**src/hw/rtl/pfa_pkg.sv**
```systemverilog
// Shared types, constants and helpers for the partition fit allocator.
// No dependencies; every other file of the block imports this package.
package pfa_pkg;

	localparam int SLOT_COUNT = 16;
	localparam int IDX_W      = $clog2(SLOT_COUNT);
	localparam int SIZE_W     = 5;
	localparam int OWNER_W    = 16;

	localparam logic [1:0] FIT_FIRST = 2'd0;
	localparam logic [1:0] FIT_BEST  = 2'd1;
	localparam logic [1:0] FIT_WORST = 2'd2;

	typedef enum logic [1:0] {
		OP_ALLOC    = 2'd0,
		OP_RELEASE  = 2'd1,
		OP_COALESCE = 2'd2,
		OP_QUERY    = 2'd3
	} op_t;

	typedef enum logic [1:0] {
		ST_IDLE,
		ST_SCAN,
		ST_APPLY
	} state_t;

	typedef enum logic {
		PASS_SCAN,
		PASS_APPLY
	} pass_t;

	typedef struct packed {
		op_t                opcode;
		logic [SIZE_W-1:0]  request_size;
		logic [OWNER_W-1:0] owner_id;
	} cmd_t;

	typedef struct packed {
		logic              status;
		logic [3:0]        slot_index;
		logic [SIZE_W-1:0] total_free;
		logic [SIZE_W-1:0] largest_free;
	} result_t;

	typedef struct packed {
		logic               free;
		logic [SIZE_W-1:0]  size;
		logic [OWNER_W-1:0] owner;
	} slot_t;

	typedef struct packed {
		logic             active;
		logic             clr;
		pass_t            pass;
		logic [1:0]       mode;
		logic [IDX_W-1:0] idx;
		logic             peek_free;
	} head_ctl_t;

	function automatic logic [SIZE_W-1:0] sat_add(input logic [SIZE_W-1:0] a,
		input logic [SIZE_W-1:0] b);
		logic [SIZE_W:0] s;
		s = {1'b0, a} + {1'b0, b};
		return s[SIZE_W] ? {SIZE_W{1'b1}} : s[SIZE_W-1:0];
	endfunction

endpackage

```
**src/hw/rtl/pfa_cell.sv**
```systemverilog
// One slot of the partition ring: holds free mark, size and owner.
// Depends on pfa_pkg for slot_t.
module pfa_cell
	import pfa_pkg::*;
(
	input  logic  clk,
	input  logic  arst_n,
	input  logic  shift,
	input  slot_t d,
	output slot_t q
);

	slot_t slot_q;

	always_ff @(posedge clk or negedge arst_n) begin
		if (!arst_n) begin
			slot_q.free  <= 1'b1;
			slot_q.size  <= SIZE_W'(1);
			slot_q.owner <= '0;
		end else if (shift) begin
			slot_q <= d;
		end
	end

	assign q = slot_q;

endmodule

```
**src/hw/rtl/pfa_head.sv**
```systemverilog
// Head of the partition ring: applies the operation to the slot leaving the
// ring, tracks the fit candidate, run sum and statistics. Depends on pfa_pkg.
module pfa_head
	import pfa_pkg::*;
(
	input  logic      clk,
	input  logic      arst_n,
	input  head_ctl_t ctl,
	input  cmd_t      cmd,
	input  slot_t     slot_in,
	output slot_t     slot_out,
	output result_t   res
);

	logic [SIZE_W-1:0] acc_q, tot_q, big_q, gap_q;
	logic              found_q;
	logic [IDX_W-1:0]  cand_q;

	logic [SIZE_W-1:0] acc_n, run_sum, gap, tot_n, big_n;
	logic              fits, take;

	always_comb begin
		slot_out = slot_in;
		acc_n    = acc_q;
		run_sum  = sat_add(acc_q, slot_in.size);
		fits     = slot_in.free && (slot_in.size >= cmd.request_size);
		gap      = slot_in.size - cmd.request_size;
		if (ctl.mode == FIT_BEST)
			take = fits && (!found_q || gap <= gap_q);
		else if (ctl.mode == FIT_WORST)
			take = fits && (!found_q || gap >= gap_q);
		else
			take = fits;
		if (ctl.pass == PASS_APPLY) begin
			case (cmd.opcode)
				OP_ALLOC: begin
					if (found_q && ctl.idx == cand_q) begin
						slot_out.free  = 1'b0;
						slot_out.owner = cmd.owner_id;
					end
				end
				OP_RELEASE: begin
					if (!slot_in.free && slot_in.owner == cmd.owner_id) begin
						slot_out.free  = 1'b1;
						slot_out.owner = '0;
					end
				end
				OP_COALESCE: begin
					if (slot_in.free) begin
						if (ctl.idx == '0 || !ctl.peek_free) begin
							slot_out.size = run_sum;
							acc_n         = '0;
						end else begin
							slot_out.size = '0;
							acc_n         = run_sum;
						end
					end
				end
				default: ;
			endcase
		end
		tot_n = tot_q;
		big_n = big_q;
		if (slot_out.free) begin
			tot_n = sat_add(tot_q, slot_out.size);
			if (slot_out.size > big_q)
				big_n = slot_out.size;
		end
		res.status       = (cmd.opcode == OP_ALLOC) && !found_q;
		res.slot_index   = (cmd.opcode == OP_ALLOC && found_q) ? 4'(cand_q) : 4'd0;
		res.total_free   = tot_n;
		res.largest_free = big_n;
	end

	always_ff @(posedge clk or negedge arst_n) begin
		if (!arst_n) begin
			acc_q   <= '0;
			tot_q   <= '0;
			big_q   <= '0;
			gap_q   <= '0;
			found_q <= 1'b0;
			cand_q  <= '0;
		end else if (ctl.clr) begin
			acc_q   <= '0;
			tot_q   <= '0;
			big_q   <= '0;
			gap_q   <= '0;
			found_q <= 1'b0;
			cand_q  <= '0;
		end else if (ctl.active) begin
			if (ctl.pass == PASS_SCAN) begin
				if (take) begin
					found_q <= 1'b1;
					cand_q  <= ctl.idx;
					gap_q   <= gap;
				end
			end else begin
				acc_q <= acc_n;
				tot_q <= tot_n;
				big_q <= big_n;
			end
		end
	end

endmodule

```
**src/hw/rtl/partition_fit_allocator.sv**
```systemverilog
// Top level of the partition fit allocator: command handshake, sequencer and
// the ring of slot cells. Depends on pfa_pkg, pfa_cell and pfa_head.
//
//   port          dir  beat
//   start/cmd     in   command accepted when start is high and busy is low
//   done/result   out  one result per command, valid for one cycle
//   cfg_we/wdata  in   fit mode written whenever cfg_we is high
//
// Query, release and coalesce make a single pass, allocate makes two: the
// slots circulate once through the head per pass, highest index first, and
// allocate needs a search pass before the marking pass.
// done rises the cycle after the last pass; a new command may start then.
// Reset leaves every slot free with size one and the fit mode at first fit.
// The receiver cannot stall; results are held until the next beat.
module partition_fit_allocator
	import pfa_pkg::*;
(
	input  logic       clk,
	input  logic       arst_n,
	input  logic       start,
	output logic       busy,
	input  cmd_t       cmd,
	output logic       done,
	output result_t    result,
	input  logic       cfg_we,
	input  logic [1:0] cfg_wdata
);

	state_t            state_q, state_n;
	logic [IDX_W-1:0]  cnt_q, cnt_n;
	cmd_t              cmd_q;
	logic [1:0]        fit_mode_q;
	logic              done_q, done_n;
	result_t           result_q;
	logic              accept, shift;
	head_ctl_t         ctl;
	slot_t             ring [SLOT_COUNT];
	slot_t             head_out;
	result_t           head_res;

	assign accept = start && (state_q == ST_IDLE);
	assign shift  = (state_q == ST_SCAN) || (state_q == ST_APPLY);

	always_comb begin
		state_n = state_q;
		cnt_n   = cnt_q;
		done_n  = 1'b0;
		unique case (state_q)
			ST_IDLE: begin
				cnt_n = IDX_W'(SLOT_COUNT - 1);
				if (start)
					state_n = (cmd.opcode == OP_ALLOC) ? ST_SCAN : ST_APPLY;
			end
			ST_SCAN: begin
				cnt_n = cnt_q - 1'b1;
				if (cnt_q == '0) begin
					state_n = ST_APPLY;
					cnt_n   = IDX_W'(SLOT_COUNT - 1);
				end
			end
			ST_APPLY: begin
				cnt_n = cnt_q - 1'b1;
				if (cnt_q == '0) begin
					state_n = ST_IDLE;
					cnt_n   = IDX_W'(SLOT_COUNT - 1);
					done_n  = 1'b1;
				end
			end
			default: begin
				state_n = ST_IDLE;
				cnt_n   = IDX_W'(SLOT_COUNT - 1);
			end
		endcase
	end

	always_ff @(posedge clk or negedge arst_n) begin
		if (!arst_n) begin
			state_q    <= ST_IDLE;
			cnt_q      <= IDX_W'(SLOT_COUNT - 1);
			done_q     <= 1'b0;
			fit_mode_q <= FIT_FIRST;
		end else begin
			state_q <= state_n;
			cnt_q   <= cnt_n;
			done_q  <= done_n;
			if (cfg_we)
				fit_mode_q <= cfg_wdata;
		end
	end

	always_ff @(posedge clk) begin
		if (accept)
			cmd_q <= cmd;
		if (done_n)
			result_q <= head_res;
	end

	assign ctl.active    = shift;
	assign ctl.clr       = accept;
	assign ctl.pass      = (state_q == ST_SCAN) ? PASS_SCAN : PASS_APPLY;
	assign ctl.mode      = fit_mode_q;
	assign ctl.idx       = cnt_q;
	assign ctl.peek_free = ring[SLOT_COUNT-2].free;

	pfa_head u_head (
		.clk      (clk),
		.arst_n   (arst_n),
		.ctl      (ctl),
		.cmd      (cmd_q),
		.slot_in  (ring[SLOT_COUNT-1]),
		.slot_out (head_out),
		.res      (head_res)
	);

	for (genvar k = 0; k < SLOT_COUNT; k++) begin : g_cell
		pfa_cell u_cell (
			.clk    (clk),
			.arst_n (arst_n),
			.shift  (shift),
			.d      ((k == 0) ? head_out : ring[(k == 0) ? 0 : k-1]),
			.q      (ring[k])
		);
	end

	assign busy   = (state_q != ST_IDLE);
	assign done   = done_q;
	assign result = result_q;

	a_done_after_pass: assert property (@(posedge clk) disable iff (!arst_n)
		done |-> $past(state_q == ST_APPLY))
		else $error("result beat without a finishing pass");

	a_start_busy: assert property (@(posedge clk) disable iff (!arst_n)
		accept |=> busy)
		else $error("command accepted but sequencer stayed idle");

	a_fail_index: assert property (@(posedge clk) disable iff (!arst_n)
		done && result.status |-> result.slot_index == 4'd0)
		else $error("failed allocate reports a slot");

	a_idle_count: assert property (@(posedge clk) disable iff (!arst_n)
		state_q == ST_IDLE |-> cnt_q == IDX_W'(SLOT_COUNT - 1))
		else $error("ring position lost while idle");

endmodule
```
**config.mk**
```make
export PLATFORM = sky130hd
export DESIGN_NAME = partition_fit_allocator
export DESIGN_NICKNAME = d
export VERILOG_FILES = /design/src/hw/rtl/pfa_pkg.sv /design/src/hw/rtl/pfa_cell.sv /design/src/hw/rtl/pfa_head.sv /design/src/hw/rtl/partition_fit_allocator.sv
export SDC_FILE = /design/constraint.sdc
export NUM_CORES = 1
export LEC_CHECK = 0
export ABC_AREA = 1
export BUFFER_PORTS_ARGS = -buffer_cell sky130_fd_sc_hd__buf_2
export CORE_MARGIN = 2
export CORE_UTILIZATION = 45
export DETAILED_ROUTE_END_ITERATION = 10
export PLACE_DENSITY = 0.62
export SKIP_CTS_REPAIR_TIMING = 1
export SYNTH_ARGS = -nofsm -noshare
export SYNTH_HDL_FRONTEND = slang
export SYNTH_SLANG_ARGS = --single-unit
```
**constraint.sdc**
```tcl
create_clock -name clk -period 3.3 [get_ports clk]
set_input_delay 0.66 -clock clk [delete_from_list [all_inputs] [get_ports clk]]
set_output_delay 0.66 -clock clk [all_outputs]
set_load 0.01 [all_outputs]
```
==> results.md <==
| Item | This run |
|---|---|
| Result of the run | finished clean |
| GR Util met1 | 25.6% |
| Seq cells post-synth | 424 |
| Placed cell areas | 0.0187 mm^2 |
| Via count of the first global-routing pass | 12491 |
| Most common library cells after synthesis | nand2_1, dfrtp_1, inv_1 |
| Max transition margin | 16.2% |
| Sink count of the clock tree | 424 |
| Register area share after synthesis | 60.6% |
| Leading register cell type out of synthesis | dfrtp_1 |
| Fraction of final layout cells sized beyond drive strength 1 | 10.7% |
| Clock slew at the register clock pins of the worst setup and hold paths | 0.06 ns |
| Number of nets in the final layout | 2164 |
| Final critical path time including I/O delays and setup | 3.08 ns |
| H-tree depth | 2 |
| Die Footprint | 0.0414 mm^2 |
| Mapped Cells | 2072 |
| Filler-free cell count of the finished design | 2665 |
| Switching fraction of total power | 37.8% |
| Residual DRC | 0 |
| Number of top-level pins | 46 |
| Global route hottest layer | met2 |
| Initial standard-cell utilization of the core | 45.3% |
| Peak supply drop | 0.00108 V |
| Buffers from clock root to sink, at most | 3 |
| RSZ-0062 raised after global routing | true |
| Crit Path Category | flip-flop to flip-flop |
| Biggest area contributors in the synthesized netlist | dfrtp_1, nand2_1, edfxtp_1, dfstp_2, inv_1 |
| Number of library cell types mapped by synthesis | 41 |
| Clock group share of total power | 27.0% |
| Total global-route track usage | 18.0% |
| Number of slew-limit violations in the final report | 0 |
| Total clock buffers created by CTS | 46 |
| Power share of the combinational group | 30.4% |
| Layout overhead on the synthesized area | 13.1% |
| Number of violations reported at the end of detailed-routing iteration 0 | 695 |
| Final Hold Fails | 0 |
| Net switching power | 6.75 mW |
| Critical Path Fanout Max | 3 |
| EDFF count, synth | 38 |
| Global-route wire length before repair | 61300 um |
| Antenna violations before repair | 0 |
| Synthesized area divided by synthesized cell count | 8.64 um^2 |
| Met2 Resource Use GR | 28.1% |
| Vias/cell | 4.82 |
| Required time at the worst-slack endpoint | 3.63 ns |
| Highest clock frequency the design can meet | 324 MHz |
| Number of antenna-violating nets in the routed design | 0 |
| Static leakage | 10.6 nW |
| First-pass iteration count of the detailed router | 4 |
| Routed Wire Length | 36000 um |
| Most frequent cell after synthesis | nand2_1 |
| Async set-or-reset flop fraction in the synthesized netlist | 91.0% |
| Summed area of non-filler cells in the final layout | 0.0202 mm^2 |
| Sequential share of power | 42.6% |
| HPWL after DPL | 21100 um |
| Row cnt | 73 |
| Syn nets | 2134 |
| Placed Instances | 2576 |
| Synth warn | 0 |
| Placeable Area | 0.0395 mm^2 |
| Total power divided by cell area | 883 mW/mm^2 |
| Kind of launch point of the worst setup path | flip-flop |
| Type of the most critical hold path | primary input to asynchronous set/reset pin |
| Clock tree root driver cell | clkbuf_16 |
| R2R depth | 16 |
| Filler Cell Count | 3683 |
| Internal portion of total power | 11.1 mW |
| Share of the synthesized area in the top cell type | 48.9% |
| Cell accounting for the most synthesized area | dfrtp_1 |
| Share of the cycle needed by the critical path after routing | 93.4% |
| Input/output buffers | 45 |
| Transition at the pin with the smallest max-transition slack | 1.26 ns |
| Met3 track demand over resource | 2.94% |
| Max cap viols | 0 |
| CP Data Arrival Time | 3.41 ns |
| Mapped cell area | 0.0179 mm^2 |
| Total gr overflow | 0 |
| Ant. Diodes | 0 |
| Die Wd | 203 um |
| Mean routed wirelength per cell | 13.5 um |
| Nature of the critical path endpoint | flip-flop |
| Maximum number of pins on one net before global-route repair | 247 |
| Clock tree from TritonCTS | done |
| DR vias | 12843 |
| Worst-skew pair later-pin latency | 0.58 ns |
| Total negative slack for setup checks | 0 ns |
| Setup Viol. Count Final | 0 |
| Final weighted congestion in routability-driven placement | 0.853 |
| Vert. Die Dim | 203 um |
| Clk_skew | 0.0261 ns |
[per-layer routing]
metal  up-vias  part of all wire (%)  wire length (um)
li1       6451                     -                 -
met1      6167                    48             17400
met2       164                    45             16300
met3        61                   3.6              1290
met4         0                   2.6               921
met5         -                     0                 0
[kinds of logic after synthesis]
family | share of synthesized area [%]
buffers and inverters | 4.94
muxes | 0.0629
xor gates and xnor gates | 0.391
DFF | 60.6
and+or+nand+nor | 27.0
AOI/OAI and AO/OA | 4.66
adders and majority gates | 2.43
[flip-flops by register name (all words and copies together) (netlist names)]
signal and cells:
g_cell.u_cell.q 352, cmd_q 23, result 15, u_head.acc_q 5, u_head.big_q 5, u_head.gap_q 5
u_head.tot_q 5, cnt_q 4, u_head.cand_q 4, fit_mode_q 2, state_q 2, done 1
u_head.found_q 1
[placed cells by master (no fill, tap or decap), drive strengths merged]
| master | instances |
|---|---|
| and2 | 6 |
| xor2 | 5 |
| o211ai | 18 |
| fa | 3 |
| o21ai | 73 |
| a31oi | 2 |
| nand3b | 1 |
| o22ai | 5 |
| nand2 | 1096 |
| ha | 30 |
| dfstp | 36 |
| a21oi | 50 |
| o32ai | 1 |
| or2 | 3 |
| buf | 73 |
| nand3 | 58 |
| a41oi | 1 |
| nor2 | 56 |
| clkinv | 9 |
| clkinvlp | 4 |
| nand4 | 6 |
| o21bai | 1 |
| dfrtp | 350 |
| edfxtp | 38 |
| xnor2 | 3 |
| inv | 136 |
| mux2 | 1 |
| nor3 | 1 |
| clkbuf | 74 |
[power by group through the flow]
stage                     combinational, mW  sequential (mW)  clock [mW]
final                                  5.44             7.62        4.82
after global routing                   6.29             7.81        5.18
after global placement                 5.42             7.65           0
after CTS                              5.54             7.63        4.98
after detailed placement               5.51             7.69           0
after floorplan                        4.23             7.49           0
[worst max-delay path: stages, from the launching register on]
cell,delay (ns)
dfrtp_1,0.39
ha_2,0.22
fa_2,0.40
or2_2,0.30
nand2_1,0.06
nand2_1,0.08
nand2_2,0.09
nand2_2,0.07
ha_1,0.32
inv_1,0.05
or2_2,0.28
nand2_1,0.07
a21oi_1,0.07
xor2_1,0.14
nor2_1,0.09
nand2_1,0.07
and2_1,0.15
[final cells by class]
type | instances | area (um^2) | share of cell area (%)
Timing Repair Buffer | 73 | 546 | 2.69
Inverter | 136 | 523 | 2.58
Multi-Input combinational cell | 1420 | 6270 | 31.0
Sequential cell | 424 | 10800 | 53.6
Timing Repair inverter | 1 | 7.51 | 0.0371
Tap cell | 525 | 657 | 3.24
Clock buffer | 74 | 1320 | 6.51
Clock inverter | 12 | 82.6 | 0.408
[metrics by stage]
stage / worst slack, ns / utilization (%) / hold WS, ns / total power [mW]
CTS: 0.0483 / 50.9 / 0.0652 / 18.2
floorplan: 0.316 / - / 0.364 / 11.7
global route: -0.0277 / 51.2 / 0.0889 / 19.3
detailed placement: 0.0498 / 47.4 / 0.453 / 13.2
finish: 0.217 / 51.2 / 0.0253 / 17.9
global placement: 0.145 / 47.4 / 0.451 / 13.1
[path summary, 6_finish.rpt]
check / start / end / slack (ns)
setup / recovery: u_head.acc_q[0]$_DFFE_PN0P_ / result[9]$_DFFE_PP_ / 0.22
min in group clk: cmd[3] / cmd_q[3]$_DFFE_PP_ / 0.25
hold reg to reg: g_cell[11].u_cell.q[21]$_DFFE_PN1N_ / g_cell[12].u_cell.q[21]$_DFFE_PN1N_ / 0.46
max in group asynchronous: arst_n / g_cell[11].u_cell.q[12]$_DFFE_PN0N_ / 2.38
hold / removal: arst_n / done$_DFF_PN0_ / 0.03
setup reg to reg: u_head.acc_q[0]$_DFFE_PN0P_ / result[9]$_DFFE_PP_ / 0.22
Note: power is estimated with default switching activity, not from simulation.
